$ cat src/rtl/vies_fifo.sv
// Small register FIFO used between the front and back parts and at the result side.
// Depends on nothing; DEPTH must be a power of two of at least two.
module vies_fifo #(
  parameter int W     = 8,
  parameter int DEPTH = 2
) (
  input  logic         clk,
  input  logic         rst,
  input  logic         wr_en,
  input  logic [W-1:0] wr_data,
  input  logic         rd_en,
  output logic [W-1:0] rd_data,
  output logic         full,
  output logic         empty
);

  localparam int AW = $clog2(DEPTH);

  logic [W-1:0] mem [DEPTH];
  logic [AW-1:0] wr_ptr;
  logic [AW-1:0] rd_ptr;
  logic [AW:0]   count;

  // Pointers and fill count.
  always_ff @(posedge clk) begin
    if (rst) begin
      wr_ptr <= '0;
      rd_ptr <= '0;
      count  <= '0;
    end else begin
      if (wr_en) wr_ptr <= wr_ptr + 1'b1;
      if (rd_en) rd_ptr <= rd_ptr + 1'b1;
      if (wr_en && !rd_en) count <= count + 1'b1;
      else if (rd_en && !wr_en) count <= count - 1'b1;
    end
  end

  // Storage.
  always_ff @(posedge clk) begin
    if (wr_en) mem[wr_ptr] <= wr_data;
  end

  assign rd_data = mem[rd_ptr];
  assign full    = (count == (AW+1)'(DEPTH));
  assign empty   = (count == '0);

endmodule

$ cat config.mk
export PLATFORM = sky130hd
export DESIGN_NAME = vies_fifo
export DESIGN_NICKNAME = d
export VERILOG_FILES = /design/src/rtl/vies_fifo.sv
export SDC_FILE = /design/constraint.sdc
export NUM_CORES = 1
export LEC_CHECK = 0
export ABC_CLOCK_PERIOD_IN_PS = 2600
export BUFFER_PORTS_ARGS = -buffer_cell sky130_fd_sc_hd__buf_4
export CAP_MARGIN = 10
export CELL_PAD_IN_SITES_DETAIL_PLACEMENT = 1
export CELL_PAD_IN_SITES_GLOBAL_PLACEMENT = 1
export CORE_UTILIZATION = 42
export DETAILED_ROUTE_END_ITERATION = 12
export PLACE_DENSITY_LB_ADDON = 0.1
export SYNTH_ARGS = -nofsm -noshare
export SYNTH_HDL_FRONTEND = slang
export SYNTH_SLANG_ARGS = --single-unit
$ cat constraint.sdc
create_clock -name clk -period 2.6 [get_ports clk]
set_input_delay 0 -clock clk [delete_from_list [all_inputs] [get_ports clk]]
set_output_delay 0 -clock clk [all_outputs]
set_load 0.05 [all_outputs]
After elaboration in Yosys (flattened, before gate mapping)
Memories as Yosys holds them, arrays and structs flattened. A register that Yosys moved wholly into a read port is not among the register bits.
Cells that the tools add are included.
Widths: inputs -> output; s select.
- bits in registers: 4
- memory bits (writable): 16
- output and inout port bits: 10
- word-level logic and storage cells: 21
- bits of input ports: 12
- memory bits (read-only): 0
- latch bits: 0
- memories kept: 1
- memories (memory ; words ; width ; rd ports ; clocked after Yosys merged registers in ; wr ports ; RTL line ; source):
    mem ; 2 ; 8 ; 1 ; 1 ; 1 ; 19 ; logic [W-1:0] mem [DEPTH];
- $lt $le $gt $ge: 0
- shifts and indexed selects: 0
- bitwise gates (word level): 0
- multipliers: 0
- add/subtract/negate cells: 4
- eq/ne operators: 1
- reductions and logical operators: 6
- mux-type cells: 6
- divide/modulo/power cells: 0
- operators with widths (cell ; number):
    $mux 1 ; 4
    $mux 2 ; 2
    $add 1x1->1 const B ; 2
    $add 2x1->2 const B ; 1
    $eq 2x2->1 const B ; 1
    $logic_and 1x1->1 ; 2
    $logic_not 1->1 ; 2
    $logic_not 2->1 ; 1
    $reduce_bool 2->1 ; 1
    $sub 2x1->2 const B ; 1

Longest topological paths before layout
- depth in word-level cells: 4
- depth in mapped cells: 5

Worst setup path after synthesis
No wires, ideal clock.
- kind: register to register
- start: register wr_ptr
- end: memory mem[0][0] (enable)
- data required time: 2.227 ns
- path buffers: 0
- path slack: 1.512 ns
- stages on the path, launching flop included: 2
- arrival: 0.715 ns
- setup time: 0.373 ns
- path through: dfxtp_1 > nor2b_1
- RTL lines (element ; RTL line ; source):
    start: declaration ; 20 ; logic [AW-1:0] wr_ptr;
    start signal: assignment ; 31 ; if (wr_en) wr_ptr <= wr_ptr + 1'b1;
    end: declaration ; 19 ;
Straight into the memory's write port.

==> run metrics <==
crit path buf inv count=1; gr ovfl total=0; CP endpoint kind=output port; crit path DAT=1430 ps; initial antenna violation count=0; Setup Skew=8.51 ps; vias in the first global route=485; post-synthesis mux area share=11.5%; top cell type's share of synthesized area=61.3%; CP Max Fanout=8; post-detail-place hpwl=1080 um; simple-gate share of the synthesized area=5.91%; # IOs=22; DRT Wirelength=1600 um; CTS Buffer Depth=2; worst slew pin tran=742 ps; clock root cell=clkbuf_4; die width=45.2 um; Tcrit/Tclk final=55.1%; Hold WC Path Type=in -> reg; Num CTS Buffers=3; total power=741 uW; core area=1750 um2; final hold violation count=0; Syn Inst Count=47; Required @ worst endpoint=2600 ps; Hold Startpoint=wr_en; Synth Area in Compound Gates=1.28%; Antenna Nets Post-Route=0; Sw Pwr=222 uW; Slowest-stage cell, CP=dfxtp_1; peak supply drop=0.462 mV; RSZ-0062 raised after global routing=false; DRC=0; CTS tree=done; startpoint types=register; Main synth FF type=edfxtp_1; Power Density=671 nW/um2; first drt pass iteration count=4; htree depth=1; part of the Yosys area used for sequential elements=74.1%; Reg2Reg Setup Slack=1300 ps; register share of total power=54.4%; Fin Setup TNS=0 ps; synthesized net count=60; hold slack=160 ps; run status=complete, no violations; cells along the critical path=mux2_2 -> buf_4; mapped cell area=783 um2; Sw Share=30.0%; fmax=698 MHz; share of layout cells above drive strength 1=41.5%; area leader, netlist=edfxtp_1; Yosys reg bits=21; largest net degree at the start of global routing=13; Comb pwr share=24.6%; Syn Area/Cell=16.7 um2; top cells by area, synth=edfxtp_1 61%, dfxtp_1 13%, mux2_2 12%; DR WL/cell=15.0 um; DR vias=504; n_diodes=0; kind of critical path=reg -> out; synthesized-area fraction occupied by adder cells=1.60%; Period minus WS final=1430 ps; via/cell ratio=4.71; fin nets=96; Pins Over Slew Limit=0; port bufs=21; post-synthesis xor/xnor area fraction=4.47%; Worst-path clk slew=120 ps; Max Cap Viol=0; largest family of logic cells by synthesized area=multiplexers; routability cong.=0.664; async set-reset flop share out of synthesis=0%; first-pass GRT wire length=2300 um; Starting Density=44.9%; Max transition margin=50.5%; row count=15; Total Die Area=2040 um2; reg-to-reg startpoint=wr_ptr; power share of the clock group=21.0%; Top Family by Delay on Critical Path=flip-flops; Area Growth Syn to Fin=41.1%; Final setup viols=0; Post-synth EDFFs=16; clk_lat worst skew=300 ps; drt initial violations=6; die height=45.2 um; Synth warnings=0; Yosys cell types=15; total internal power=519 uW; CP peak stage delay=550 ps; Leak Pwr=0.440 nW; Tot GR Track Use=17.7%; Clock Sinks=21
-- metal layers --
| metal | share of wire [%] | track usage (%) |
|---|---|---|
| met5 | 0 | 0 |
| met4 | 1.2 | 10.9 |
| met3 | 3.9 | 5.60 |
| met2 | 57 | 33.3 |
| met1 | 37 | 15.9 |
-- per-stage QoR --
stage / std cells / setup slack [ps] / utilization [%] / instance area [um2]
floorplan: 47 / 1510 / - / 783
global placement: 92 / 1430 / 55.4 / 967
detailed placement: 92 / 1300 / 55.4 / 967
CTS: 107 / 1140 / 63.3 / 1100
global route: 107 / 1090 / 63.3 / 1100
finish: 107 / 1170 / 63.3 / 1100
-- power groups by stage --
stage	Sequential (mW)	Combinational [mW]	Clock (mW)
after floorplan	0.403	0.120	0
after global placement	0.410	0.163	0
after detailed placement	0.412	0.168	0
after CTS	0.404	0.183	0.165
after global routing	0.406	0.190	0.176
final	0.403	0.182	0.156
-- sequential cells by signal, indices dropped and copies added (netlist names), named ones only --
register	cells
count	2
mem	16
rd_ptr	1
wr_ptr	1
-- timing repair --
item	CTS	global route
hold buffers	11	0
hold endpoints to repair	21	0
gates resized for setup	0	0
buffers inserted	0	0
-- worst paths after layout --
| check | cells after the start | endpoint |
|---|---|---|
| worst max-delay path | 2 | rd_data[1] |
| worst min-delay path | 4 | count[0] |
| worst max register to register | 1 | mem[0][1] |
| worst min register to register | 2 | count[1] |
-- synth_stat cells, drive strengths merged, types with 2 or more instances --
cell and count:
dfxtp 5, edfxtp 16, mux2 8, nor2 5
xnor2 2, xor2 2
-- cells by family (layout without fill, tap and decap cells) --
family / after synthesis / count (layout)
adder cells (fa/ha/maj): 1 / 1
multiplexers: 8 / 8
flip-flops: 21 / 21
AND/OR/NAND/NOR: 9 / 9
buffers and inverters: 2 / 37
XOR/XNOR: 4 / 4
AO/OA/AOI/OAI: 2 / 2
-- final cells by class --
cell class | instances | area, um2
fillers | 178 | 641
flip-flops and latches | 21 | 581
repair buffers | 32 | 268
multi-input cells | 24 | 194
well taps | 25 | 31.3
clock buffers | 3 | 22.5
clock inverters | 1 | 5.00
inverters | 1 | 3.75
-- placed cells by master, fill, tap and decap left out --
master         synthesis  routed
o21ai_0                1       1
dlygate4sd3_1          0      11
edfxtp_1              16      16
buf_4                  0      21
nor2b_1                1       1
nor2_1                 5       5
inv_1                  1       1
and2b_2                1       1
xnor2_1                2       2
clkbuf_4               0       3
or3_1                  1       1
a21oi_1                1       1
mux2_2                 8       8
dfxtp_1                5       5
and2_1                 1       1
xor2_1                 2       2
clkinv_2               0       1
ha_1                   1       1
(Power assumes the default switching activity.)
