## config.mk

```make
export PLATFORM = sky130hd
export DESIGN_NAME = vies_front
export DESIGN_NICKNAME = d
export VERILOG_FILES = /design/src/rtl/vies_pkg.sv /design/src/rtl/vies_front.sv
export SDC_FILE = /design/constraint.sdc
export NUM_CORES = 1
export LEC_CHECK = 0
export BUFFER_PORTS_ARGS = -buffer_cell sky130_fd_sc_hd__buf_4
export CORE_AREA = 5 5 132 134
export DETAILED_ROUTE_END_ITERATION = 10
export DIE_AREA = 0 0 137 139
export PLACE_DENSITY = 0.72
export SLEW_MARGIN = 20
export SYNTH_ARGS = -nofsm -noshare
export SYNTH_HDL_FRONTEND = slang
export SYNTH_SLANG_ARGS = --single-unit
export TNS_END_PERCENT = 10
```

## constraint.sdc

```tcl
create_clock -name clk -period 2.5 [get_ports clk]
set_input_delay 0.25 -clock clk [delete_from_list [all_inputs] [get_ports clk]]
set_output_delay 0.25 -clock clk [all_outputs]
set_load 0.01 [all_outputs]
```

## src/rtl/vies_pkg.sv

```systemverilog
// Shared types, constants and a helper function for the voxelwise ensemble statistic block.
// No dependencies; every other file in rtl/ but vies_fifo imports this package.
package vies_pkg;

  localparam int NUM_FIELDS     = 8;
  localparam int MAX_IMAGES_DEF = 8;
  localparam int SAMPLE_W       = 16;
  localparam int CENTER_W       = 28;
  localparam int SPREAD_W       = 27;
  localparam int CFG_W          = 28;
  localparam int CFG_IDX_W      = 3;
  localparam int ROOT_BITS      = 27;
  localparam int MID_DEPTH      = 4;
  localparam int OUT_DEPTH      = 2;

  // Configuration register indexes.
  localparam logic [CFG_IDX_W-1:0] REG_MEDIAN_ENABLE  = 3'd0;
  localparam logic [CFG_IDX_W-1:0] REG_COMPUTE_SPREAD = 3'd1;
  localparam logic [CFG_IDX_W-1:0] REG_SUM_ONLY       = 3'd2;
  localparam logic [CFG_IDX_W-1:0] REG_IGNORE_ENABLE  = 3'd3;
  localparam logic [CFG_IDX_W-1:0] REG_IGNORE_VALUE   = 3'd4;
  localparam logic [CFG_IDX_W-1:0] REG_IGNORE_OUTPUT  = 3'd5;
  localparam logic [CFG_IDX_W-1:0] REG_IMAGES_IN_USE  = 3'd6;

  // How an item is combined.
  localparam logic [1:0] MODE_MEAN   = 2'd0;
  localparam logic [1:0] MODE_SUM    = 2'd1;
  localparam logic [1:0] MODE_MEDIAN = 2'd2;
  localparam logic [1:0] MODE_IGNORE = 2'd3;

  typedef logic signed [SAMPLE_W-1:0] sample_t;
  typedef logic signed [SAMPLE_W:0]   key_t;
  typedef key_t keyvec_t [NUM_FIELDS];

  typedef struct packed {
    logic                       median_enable;
    logic                       compute_spread;
    logic                       sum_only;
    logic                       ignore_enable;
    logic signed [SAMPLE_W-1:0] ignore_value;
    logic signed [CENTER_W-1:0] ignore_output;
    logic [3:0]                 images_in_use;
  } cfg_t;

  typedef struct packed {
    logic [3:0] n;
    logic [1:0] mode;
    logic       spread_en;
  } ctl_t;

  typedef struct packed {
    sample_t [NUM_FIELDS-1:0] samples;
    ctl_t                     ctl;
  } item_t;

  typedef struct packed {
    logic signed [CENTER_W-1:0] center;
    logic [SPREAD_W-1:0]        spread;
    logic                       spread_valid;
    logic                       ignored;
  } res_t;

  // ceil(2^34 / (2*n)) for the rounded mean; exact for dividends below 2^29.
  function automatic logic [32:0] recip_q34(input logic [3:0] n);
    logic [32:0] r;
    case (n)
      4'd2:    r = 33'h1_0000_0000;
      4'd3:    r = 33'h0_AAAA_AAAB;
      4'd4:    r = 33'h0_8000_0000;
      4'd5:    r = 33'h0_6666_6667;
      4'd6:    r = 33'h0_5555_5556;
      4'd7:    r = 33'h0_4924_924A;
      4'd8:    r = 33'h0_4000_0000;
      default: r = '0;
    endcase
    return r;
  endfunction

endpackage

```

## src/rtl/vies_front.sv

```systemverilog
// Front part: configuration registers and classification of each incoming item.
// Depends on vies_pkg.
module vies_front import vies_pkg::*; #(
  parameter int MAX_IMAGES = MAX_IMAGES_DEF
) (
  input  logic                     clk,
  input  logic                     rst,
  input  logic                     cfg_valid,
  input  logic [CFG_IDX_W-1:0]     cfg_index,
  input  logic [CFG_W-1:0]         cfg_data,
  input  sample_t [NUM_FIELDS-1:0] samples,
  output item_t                    item,
  output cfg_t                     cfg
);

  localparam logic [3:0] N_LIMIT =
    4'((MAX_IMAGES < NUM_FIELDS) ? MAX_IMAGES : NUM_FIELDS);

  logic [3:0] n;
  logic       hit;
  logic       med;

  // Configuration register file.
  always_ff @(posedge clk) begin
    if (rst) begin
      cfg.median_enable  <= 1'b1;
      cfg.compute_spread <= 1'b0;
      cfg.sum_only       <= 1'b0;
      cfg.ignore_enable  <= 1'b0;
      cfg.ignore_value   <= -16'sd32767;
      cfg.ignore_output  <= '0;
      cfg.images_in_use  <= 4'd8;
    end else if (cfg_valid) begin
      unique case (cfg_index)
        REG_MEDIAN_ENABLE:  cfg.median_enable  <= cfg_data[0];
        REG_COMPUTE_SPREAD: cfg.compute_spread <= cfg_data[0];
        REG_SUM_ONLY:       cfg.sum_only       <= cfg_data[0];
        REG_IGNORE_ENABLE:  cfg.ignore_enable  <= cfg_data[0];
        REG_IGNORE_VALUE:   cfg.ignore_value   <= cfg_data[SAMPLE_W-1:0];
        REG_IGNORE_OUTPUT:  cfg.ignore_output  <= cfg_data[CENTER_W-1:0];
        REG_IMAGES_IN_USE:  cfg.images_in_use  <= cfg_data[3:0];
        default: ;
      endcase
    end
  end

  // Clamp the image count and look for the ignore value among the lanes in use.
  always_comb begin
    if (cfg.images_in_use < 4'd2) n = 4'd2;
    else if (cfg.images_in_use > N_LIMIT) n = N_LIMIT;
    else n = cfg.images_in_use;
    hit = 1'b0;
    for (int i = 0; i < NUM_FIELDS; i++) begin
      if (cfg.ignore_enable && (4'(i) < n) && (samples[i] == cfg.ignore_value)) hit = 1'b1;
    end
    med = cfg.median_enable && (n >= 4'd3) && !cfg.compute_spread;
  end

  // Classified item for the queue.
  always_comb begin
    item.samples = samples;
    item.ctl.n   = n;
    if (hit) item.ctl.mode = MODE_IGNORE;
    else if (med) item.ctl.mode = MODE_MEDIAN;
    else if (cfg.sum_only) item.ctl.mode = MODE_SUM;
    else item.ctl.mode = MODE_MEAN;
    item.ctl.spread_en = cfg.compute_spread && !cfg.sum_only && !hit && !med;
  end

endmodule

```

After elaboration in Yosys (flattened, before gate mapping)
Cells that the tools add are included.
- mux-type cells: 13
- magnitude comparators: 11
- equality and inequality tests: 14
- reduce and logical (&&, ||, !) cells: 33
- operators by type and width (kind ; number):
    equality test 16 bit ; 8
    logical AND 1 bit ; 21
    less-than comparator 3 x 4 -> 1 bit, first input constant ; 4
    AND reduction 2 bit ; 7
    equality test 3 bit, second input constant ; 3
    two-way mux 1 bit ; 9
    less-than comparator 1 x 4 -> 1 bit, first input constant ; 2
    less-than comparator 2 x 4 -> 1 bit, first input constant ; 2
    two-way mux 4 bit ; 2
    equality test 3 x 2 -> 1 bit, second input constant ; 2
    >= comparator 4 x 2 -> 1 bit, second input constant ; 1
    > comparator 4 bit, second input constant ; 1
    logical NOT 1 bit ; 4
    less-than comparator 4 x 2 -> 1 bit, second input constant ; 1
    two-way mux 2 bit ; 2
    equality test 3 x 1 -> 1 bit, second input constant ; 1
    logical NOT 3 bit ; 1
- bits in registers: 52
- output and inout port bits: 187
- word-level logic and storage cells: 78

Longest topological paths before layout
Gate-level depths: netlist of the first run.
- depth after elaboration: 17
- depth in mapped cells: 7
- gate-level depth less buffers: 6

Worst setup path after synthesis of the first run
No wires, ideal clock.
- path kind: register to output
- start point: register cfg[43] (netlist name)
- end point: output item[2] (netlist name)
- arrival: 1.562 ns
- data required time: 2.250 ns
- slack: 0.688 ns
- cell stages (with the launch flop): 8
- cell sequence: dfxtp_1 buf_6 xor2_1 nor4_2 nand4_1 o211ai_2 a211oi_2 a31oi_1
- RTL lines (what ; line ; RTL):
    start, declared ; vies_front.sv:13 ; output cfg_t cfg
    end, declared ; vies_front.sv:12 ; output item_t item,

==> impl_metrics.csv, run 1 <==
group,metric,value,unit
status,status,"finished with violations",
status,violations,"negative setup slack",
detailed_routing,wire_per_inst,20.5,microns
yosys,synth_area_per_cell,7.93,sq um
timing,worst_pin_slew,0.679,ns
grt,gr-total-overflow,0,
pwr,power,0.00252,W
clock_network,clk_latency,0.29,ns
timing,slew_headroom,54.6,%
die,rows,47,
grt,grt_pass1_vias,4719,
die,core_area,16200,sq um
detailed_routing,vias,4584,
yosys,syn-num-nets,736,
pwr,seqPwrFrac,34.2,%
pwr,p_int,0.00177,W
final_layout,drive_above_1_share,52.7,%
die,io_pins,349,
timing,period_needed,2.55,ns
yosys,syn_area,4550,sq um
placement,place_area,6480,sq um
timing,fmax,393,MHz
clock_network,cts_buffers,5,
detailed_routing,drt-total-wl,21000,microns
hold_path,hp-class,"input port to flip-flop",
pwr,pwr_density_cell,365,nW/um^2
critical_path,critPathMaxStageDelay,0.38,ns
critical_path,crit_path_max_fanout,6,
critical_path,cp_top_family,"simple AND/OR/NAND/NOR gates",
timing,rsz0062_at_grt,"true",
timing,finalSetupTns,-0.0477,ns
final_layout,fillers,1663,
final_layout,largest_reg_flops,52,
timing,finalHoldViolCount,0,
pwr,pwr-share-comb,32.9,%
pwr,switching_share,29.5,%
critical_path,required,2.25,ns
placement,place.gp.congestion,0.950,
clock_network,cts_buffer_depth,2,
pwr,p_switching,0.000741,W
clock_network,root_buffer,"clkbuf_16",
critical_path,crit_arrival,2.30,ns
final_layout,seq_area,1060,sq um
grt,grt_pass1_wl,28700,microns
detailed_routing,viasPerCell,4.47,
clock_network,cts_num_sinks,52,
grt,grtUsageTotal,20.0,%
yosys,ys_seq_area_share,22.9,%
timing,timing.final.crit_share,102,%
grt,grtUsageMet1,23.9,%
pwr,clkPwrFrac,33.0,%
final_layout,reg_top3,"cfg: 52 flops",
clock_network,h-tree-depth,2,
critical_path,cp_cell_sequence,"buf_8 > xor2_1 > nor4_1 > nand4_1 > buf_6 > nor3_4 > nor3_2 > a41o_1 > buf_4",
yosys,synth_cell_types,33,
critical_path,crit_slowest_cell,"dfxtp_4",
final_layout,syn_to_final_growth,51.6,%
timing,finalClockSkew,0,ns
pwr,ir_drop,0.334,mV
grt,met3_usage,5.12,%
die,start_util,28.2,%
clock_network,tritoncts,"built",
placement,preCtsSetupSlack,0.0562,ns
final_layout,multi_input_comb_area,2410,sq um
job,maxCapViolations,0,
critical_path,criticalPathCategory,"flip-flop to output pin",
yosys,syn_inst,574,
critical_path,path_buf_inv,3,
pwr,p_leak,3.48,nW
critical_path,end_kind,"output pin",
die,die_height,139,microns
clock_network,cts_hold_buffers,0,
timing,setup_viol,1,
die,die_area,19000,sq um
clock_network,cts.reportedPaths.clkPinSlew,0.08,ns
timing,timing.final.ws_setup,-0.0477,ns
yosys,ys_warn_count,0,
detailed_routing,dr.pass1.iters,4,
final_layout,largest-register,"cfg",
placement,portBuffers,348,
critical_path,worstSetupStartpointType,"flip-flop",
final_layout,layout_common_cells,"buf_4, xor2_1, nand2_1, a21oi_1, dfxtp_1",
grt,grt_max_degree,53,
final_layout,final_common_cell,"buf_4",
detailed_routing,drcViolationCount,0,
final_layout,final_cell_area,6900,sq um
final_layout,antennaDiodeCount,0,
die,fp.dieW,137,microns
detailed_routing,drtIter0Drc,190,
final_layout,final_nets,967,
detailed_routing,ant_nets,0,
grt,antenna_found_initial,0,
grt,grt-busiest-layer,"met2",
timing,finalMaxSlewViolations,0,
yosys,synth_seq_cells,52,
grt,gr-usage-met2,34.9,%
placement,hpwl,17700,microns
[worst reg2reg max path: cells and delay by family (launching register included)]
| family | cells | cell delay (ns) |
|---|---|---|
| flops | 1 | 0.43 |
| simple gates | 1 | 0.07 |
| compound gates | 1 | 0.20 |
| buf+inv | 1 | 0.22 |
[synth_stat cells]
library cell    n  area share [%]
clkbuf_1       11            0.91
nand2b_1        1            0.14
nand3_1         5            0.55
a211oi_2        1            0.27
a31oi_1         1            0.14
nand4_1         7            0.96
nor2b_1         3            0.41
o31ai_1         1            0.16
xnor2_1         6             1.2
a21oi_1        47             5.2
dfxtp_1        52              23
a41o_1          1            0.22
nor4_1         27             3.7
o211ai_2        1            0.27
o221ai_1        1            0.19
inv_1           7            0.58
and2_1          1            0.14
a211o_1         2            0.38
nor4_2          2            0.55
nand3b_1        3            0.49
xor2_1        121              23
nor3_1          4            0.44
nand2_1        94             7.7
xor2_2          1            0.36
nor2_1         12            0.99
nor3_2          3            0.66
buf_4         131              22
a2111oi_1       1            0.22
buf_6          13             3.2
mux2i_1         5             1.1
nor3b_1         1            0.16
and3_1          3            0.41
buf_2           5            0.55
[layout make-up]
type	instances	area share, %
multi-input combinational	355	35.0
sequential	52	15.4
clock inverter	2	0.562
tap	220	3.99
clock buffer	6	2.01
inverter	7	0.381
timing repair buffer	384	42.6
[metrics by stage]
step / cells / hold WS [ns] / utilization [%]
detailed placement: 1012 / 0.448 / 40.1
global placement: 1012 / 0.441 / 40.1
finish: 1026 / 0.204 / 42.7
global route: 1026 / 0.200 / 42.7
CTS: 1021 / 0.195 / 41.4
floorplan: 574 / 0.374 / -
[metal layers]
metal / up-vias / routed length [microns]
li1: 2190 / -
met1: 2132 / 8220
met2: 228 / 10400
met3: 34 / 1850
met4: 0 / 553
met5: - / 0
[final timing paths]
path	slack, ns	cells past startpoint	from	to
worst min register to register	0.46	2	cfg[27]$_SDFFE_PP0P_	cfg[27]$_SDFFE_PP0P_
worst min-delay path	0.20	3	cfg_data[24]	cfg[28]$_SDFFE_PP0P_
worst max-delay path	-0.05	9	cfg[43]$_SDFFE_PP0P_	item[0]
worst max register to register	1.50	3	cfg[45]$_SDFFE_PP0P_	cfg[45]$_SDFFE_PP0P_
[power by group through the flow]
stage	clock network, W	logic, W	registers [W]
floorplan	0	0.000404	0.000885
global placement	0	0.000805	0.000882
detailed placement	0	0.000807	0.000883
CTS	0.000852	0.000812	0.000864
global route	0.000900	0.000879	0.000862
finish	0.000829	0.000827	0.000860
[kinds of logic (layout without fill, tap and decap cells)]
logic type / Yosys count / in the layout / synth area share, %
mux: 5 / 5 / 1.10
compound gates: 56 / 56 / 7.04
buf+inv: 167 / 399 / 26.8
simple gates: 166 / 166 / 17.4
flops: 52 / 52 / 22.9
xor+xnor: 128 / 128 / 24.8
[what timing repair did]
item | CTS | global route
pin swaps | 5 | 19
resized for setup | 10 | 32
setup buffers | 1 | 5
setup endpoints to repair | 3 | 3
No activity file was read; power rests on OpenSTA's default activity.
==> run 2, diff against run 1 <==
--- a/config.mk
+++ b/config.mk
@@ -6,10 +6,13 @@
 export NUM_CORES = 1
 export LEC_CHECK = 0
 export BUFFER_PORTS_ARGS = -buffer_cell sky130_fd_sc_hd__buf_4
-export CORE_AREA = 5 5 132 134
+export CELL_PAD_IN_SITES_DETAIL_PLACEMENT = 0
+export CELL_PAD_IN_SITES_GLOBAL_PLACEMENT = 2
+export CORE_ASPECT_RATIO = 1.5
+export CORE_MARGIN = 5
+export CORE_UTILIZATION = 22
 export DETAILED_ROUTE_END_ITERATION = 10
-export DIE_AREA = 0 0 137 139
-export PLACE_DENSITY = 0.72
+export PLACE_DENSITY = 0.95
 export SLEW_MARGIN = 20
 export SYNTH_ARGS = -nofsm -noshare
 export SYNTH_HDL_FRONTEND = slang
==> impl_metrics.csv, run 2 (synthesized netlist as in run 1, its figures left out) <==
group,metric,value,unit
placement,hpwl,18500,microns
timing,timing.final.ws_setup,0.0443,ns
clock_network,tritoncts,"built",
timing,fmax,407,MHz
clock_network,root_buffer,"clkbuf_16",
critical_path,end_kind,"output pin",
die,core_area,20400,sq um
critical_path,required,2.25,ns
pwr,p_leak,3.52,nW
die,fp.dieW,127,microns
timing,worst_pin_slew,0.625,ns
placement,portBuffers,348,
final_layout,largest_reg_flops,52,
pwr,ir_drop,0.328,mV
detailed_routing,dr.pass1.iters,4,
placement,preCtsSetupSlack,0.131,ns
final_layout,drive_above_1_share,52.4,%
timing,setup_viol,0,
clock_network,cts_hold_buffers,0,
final_layout,reg_top3,"cfg: 52 flops",
critical_path,criticalPathCategory,"flip-flop to output pin",
grt,grt_max_degree,53,
clock_network,clk_latency,0.29,ns
status,status,"finished, final reports clean",
hold_path,hp-class,"input port to flip-flop",
clock_network,cts_buffers,5,
critical_path,worstSetupStartpointType,"flip-flop",
clock_network,cts.reportedPaths.clkPinSlew,0.07,ns
clock_network,cts_buffer_depth,2,
die,start_util,22.3,%
detailed_routing,wire_per_inst,20.4,microns
die,die_area,23700,sq um
final_layout,largest-register,"cfg",
die,die_height,186,microns
grt,grt_pass1_vias,4670,
clock_network,cts_num_sinks,52,
detailed_routing,viasPerCell,4.22,
placement,place.gp.congestion,0.770,
job,maxCapViolations,0,
timing,finalHoldViolCount,0,
grt,grtUsageTotal,17.0,%
detailed_routing,vias,4516,
final_layout,final_common_cell,"buf_4",
final_layout,final_nets,966,
detailed_routing,drtIter0Drc,177,
final_layout,final_util,34.2,%
timing,timing.final.crit_share,98.2,%
final_layout,syn_to_final_growth,53.4,%
detailed_routing,ant_nets,0,
grt,gr-total-overflow,0,
critical_path,crit_path_max_fanout,5,
final_layout,antennaDiodeCount,0,
pwr,pwr_density_cell,362,nW/um^2
timing,finalClockSkew,0,ns
die,rows,64,
critical_path,crit_arrival,2.21,ns
timing,period_needed,2.46,ns
final_layout,fillers,2189,
timing,slew_headroom,58.3,%
timing,finalMaxSlewViolations,0,
detailed_routing,drt-total-wl,21800,microns
detailed_routing,drcViolationCount,0,
timing,rsz0062_at_grt,"true",
final_layout,layout_common_cells,"buf_4, xor2_1, nand2_1, a21oi_1, dfxtp_1",
die,io_pins,349,
grt,antenna_found_initial,1,
clock_network,h-tree-depth,2,
grt,grt_pass1_wl,29900,microns
[run 2: cell types whose count changed in the layout (fill, tap and decap cells not counted), moves of 2 or more]
cell     previous run  this run
buf_12              2         5
buf_4             375       373
dfxtp_1            43        45
dfxtp_4             5         3
nand2_1            94        92
xor2_1            118       120
[run 2: final timing paths]
check                                           from  slack [ns]  depth (start not counted)              endpoint
worst max-delay path            cfg[40]$_SDFFE_PP0P_        0.04                          9               item[0]
worst min-delay path                    cfg_data[18]        0.20                          3  cfg[22]$_SDFFE_PP0P_
worst max register to register  cfg[35]$_SDFFE_PP0P_        1.53                          3  cfg[35]$_SDFFE_PP0P_
worst min register to register  cfg[23]$_SDFFE_PP0P_        0.45                          2  cfg[23]$_SDFFE_PP0P_
[run 2: critical path, stage by stage, from the launching register on]
cell,delay [ns]
dfxtp_4,0.36
buf_6,0.14
xor2_1,0.17
nor4_2,0.25
buf_4,0.17
nand4_1,0.14
o211ai_2,0.24
a211oi_4,0.10
a41o_1,0.19
buf_4,0.14
[run 2: layout make-up]
cell class                      count  area [sq um]  share of cell area (%)
Sequential cell                    52          1060                    15.1
Multi-Input combinational cell    355          2430                    34.8
Inverter                            7          26.3                   0.376
Clock inverter                      1          30.0                   0.430
Tap cell                          264           330                    4.73
Clock buffer                        7           153                    2.19
Timing Repair Buffer              383          2960                    42.4
[run 2: per-layer routing]
| layer | up-vias | track usage (%) | share of wire, % |
|---|---|---|---|
| li1 | 2193 | - | - |
| met1 | 2075 | 17.8 | 36 |
| met5 | - | 0 | 0.032 |
| met3 | 25 | 4.26 | 8.2 |
| met2 | 221 | 33.0 | 54 |
| met4 | 2 | 5.02 | 2.5 |
[run 2: repair_timing]
| item | CTS | global route |
|---|---|---|
| setup buffers | 1 | 4 |
| pin swaps | 3 | 14 |
| endpoints found under the setup margin | 3 | 3 |
| gates resized for setup | 10 | 28 |
[run 2: power by group]
part | switching, W | total [W] | internal, W
Sequential | 0.0000155 | 0.000860 | 0.000844
Combinational | 0.000396 | 0.000827 | 0.000432
Clock | 0.000316 | 0.000844 | 0.000528
Total | 0.000727 | 0.00253 | 0.00180
[run 2: stage by stage]
stage	power (W)	TNS, ns	instances	hold slack (ns)	area (sq um)
finish	0.00253	0	1069	0.195	6980
global route	0.00266	-0.0807	1069	0.189	6980
CTS	0.00256	0	1065	0.189	6820
detailed placement	0.00170	0	1056	0.447	6590
global placement	0.00170	0	1056	0.443	6590
floorplan	0.00129	0	574	0.374	4550
==> run 3, diff against run 2 <==
--- a/config.mk
+++ b/config.mk
@@ -5,12 +5,13 @@
 export SDC_FILE = /design/constraint.sdc
 export NUM_CORES = 1
 export LEC_CHECK = 0
+export ABC_AREA = 1
 export BUFFER_PORTS_ARGS = -buffer_cell sky130_fd_sc_hd__buf_4
 export CELL_PAD_IN_SITES_DETAIL_PLACEMENT = 0
 export CELL_PAD_IN_SITES_GLOBAL_PLACEMENT = 2
 export CORE_ASPECT_RATIO = 1.5
 export CORE_MARGIN = 5
-export CORE_UTILIZATION = 22
+export CORE_UTILIZATION = 21
 export DETAILED_ROUTE_END_ITERATION = 10
 export PLACE_DENSITY = 0.95
 export SLEW_MARGIN = 20
==> impl_metrics.csv, run 3 <==
group,metric,value,unit
status,status,"finished, final reports clean",
clock_network,cts_num_sinks,52,
pwr,pwr-share-comb,35.2,%
hold_path,hp-class,"input port to flip-flop",
timing,rsz0062_at_grt,"false",
clock_network,cts_hold_buffers,0,
clock_network,h-tree-depth,2,
grt,grt_max_degree,29,
timing,worst_pin_slew,0.674,ns
timing,finalClockSkew,0,ns
yosys,synth_top_area_share,20.8,%
critical_path,cp_top_family,"simple AND/OR/NAND/NOR gates",
die,die_area,27100,sq um
pwr,p_switching,0.000847,W
yosys,synthTopCellsByArea,"dfxtp_1, buf_4, nand2_1",
detailed_routing,ant_nets,0,
die,core_area,23600,sq um
final_layout,fillers,2634,
critical_path,crit_top_cell,"nor2_1",
yosys,syn_area,5000,sq um
pwr,switching_share,33.3,%
clock_network,cts_buffer_depth,2,
critical_path,crit_slowest_cell,"dfxtp_1",
yosys,yosysMostFrequentCell,"nand2_1",
final_layout,layout_common_cells,"buf_4, nand2_1, nor2_1, inv_1, o21ai_0",
detailed_routing,viasPerCell,3.93,
pwr,clkPwrFrac,29.4,%
die,io_pins,349,
final_layout,reg_top3,"cfg: 52 flops",
critical_path,crit_arrival,2.07,ns
die,rows,69,
yosys,syn_inst,802,
pwr,ir_drop,0.239,mV
timing,slew_headroom,55.0,%
critical_path,path_buf_inv,2,
pwr,seqPwrFrac,35.4,%
die,start_util,21.2,%
timing,timing.final.crit_share,93.0,%
pwr,p_int,0.00170,W
grt,grt_pass1_vias,5094,
placement,hpwl,19400,microns
die,die_height,199,microns
detailed_routing,wire_per_inst,16.8,microns
clock_network,cts.reportedPaths.clkPinSlew,0.08,ns
timing,setup_viol,0,
grt,grt_pass1_wl,31000,microns
timing,finalMaxSlewViolations,0,
timing,fmax,430,MHz
final_layout,largest_reg_flops,52,
final_layout,final_nets,1175,
pwr,p_leak,3.74,nW
placement,preCtsSetupSlack,0.128,ns
clock_network,cts_setup_buffers,0,
critical_path,cp_cell_sequence,"inv_2 > nand2_1 > nand2_1 > nor2_1 > nand2_1 > nor2_1 > nand3_1 > nand4_1 > nor2_1 > nand4_1 > nor2_1 > buf_4",
yosys,synth_area_per_cell,6.24,sq um
critical_path,required,2.25,ns
placement,place.gp.congestion,0.784,
yosys,ys_seq_area_share,20.8,%
die,fp.dieW,136,microns
clock_network,cts_buffers,5,
yosys,synth_edf_count,0,
yosys,synthTopCellsByCount,"nand2_1, buf_4, nor2_1",
critical_path,critPathMaxStageDelay,0.62,ns
final_layout,drive_above_1_share,40.2,%
pwr,pwr_density_cell,358,nW/um^2
yosys,yosysTopAreaCell,"dfxtp_1",
detailed_routing,drt-total-wl,22300,microns
detailed_routing,drcViolationCount,0,
job,maxCapViolations,0,
detailed_routing,drtIter0Drc,198,
final_layout,final_util,30.2,%
placement,portBuffers,348,
yosys,syn-num-nets,964,
clock_network,root_buffer,"clkbuf_16",
critical_path,criticalPathCategory,"flip-flop to output pin",
final_layout,antennaDiodeCount,0,
timing,finalHoldViolCount,0,
detailed_routing,vias,5245,
clock_network,tritoncts,"built",
detailed_routing,dr.pass1.iters,4,
yosys,ys_warn_count,0,
yosys,synth_seq_cells,52,
yosys,synthArstFlopShare,0,%
grt,antenna_found_initial,0,
grt,grtUsageTotal,15.2,%
critical_path,worstSetupStartpointType,"flip-flop",
timing,finalSetupTns,0,ns
timing,period_needed,2.32,ns
yosys,synth_cell_types,30,
final_layout,syn_to_final_growth,42.1,%
clock_network,clk_latency,0.30,ns
grt,gr-total-overflow,0,
yosys,synth_flop_cell,"dfxtp_1",
final_layout,largest-register,"cfg",
final_layout,final_common_cell,"buf_4",
critical_path,crit_path_max_fanout,9,
timing,timing.final.ws_setup,0.175,ns
critical_path,reg2reg_slack,1.54,ns
critical_path,end_kind,"output pin",
## run 3: cell types whose count changed after synthesis, sizes merged, moves of 8 or more
cell   delta
a21oi    -24
inv      +81
nand2    +90
nand3     +9
nand4    +13
nor2    +116
nor4     -27
o21ai    +50
or2       +8
xnor2    +29
xor2     -95
## run 3: cell type report
class | instances | area [sq um] | share of cell area [%]
multi-input combinational | 505 | 2460 | 34.6
tap | 319 | 399 | 5.61
inverter | 88 | 335 | 4.71
timing repair buffer | 361 | 2710 | 38.1
clock buffer | 5 | 125 | 1.76
sequential | 52 | 1060 | 14.8
clock inverter | 3 | 27.5 | 0.387
## run 3: what timing repair did
item | CTS | global route
pin swaps | 0 | 0
gates resized for setup | 5 | 5
endpoints found under the setup margin | 3 | 3
## run 3: power groups by stage
stage               logic (W)  clock network (W)  registers (W)
global route         0.000979           0.000805       0.000908
finish               0.000896           0.000748       0.000901
CTS                  0.000913           0.000782       0.000904
floorplan            0.000494                  0       0.000906
detailed placement   0.000910                  0       0.000922
global placement     0.000911                  0       0.000921
## run 3: cell families after synthesis
group	count (synthesis)	share of synthesized area (%)
compound gates	79	8.22
simple gates	364	30.1
xor+xnor	62	10.8
flops	52	20.8
buf+inv	245	30.0
## run 3: path summary, 6_finish.rpt
path	startpoint	endpoint	cells past startpoint
min reg2reg	cfg[22]$_SDFFE_PP0P_	cfg[22]$_SDFFE_PP0P_	2
max reg2reg	cfg[41]$_SDFFE_PP0P_	cfg[41]$_SDFFE_PP0P_	2
max	cfg[41]$_SDFFE_PP0P_	item[0]	12
min	rst	cfg[50]$_SDFFE_PP0P_	2
## run 3: layer usage
metal | part of all wire (%) | vias to the layer above | global-route usage, %
met3 | 6.2 | 14 | 3.00
met2 | 51 | 163 | 27.3
met4 | 1.5 | 0 | 3.21
li1 | - | 2755 | -
met1 | 41 | 2313 | 18.7
met5 | 0 | - | 0
## run 3: through the flow
step | power (W) | hold WS [ns] | cell area [sq um] | instances
3_5_place_dp | 0.00183 | 0.433 | 6950 | 1325
5_1_grt | 0.00269 | 0.108 | 7110 | 1333
3_3_place_gp | 0.00183 | 0.429 | 6950 | 1325
4_1_cts | 0.00260 | 0.105 | 7110 | 1333
2_1_floorplan | 0.00140 | 0.319 | 5000 | 802
6_report | 0.00255 | 0.111 | 7110 | 1333
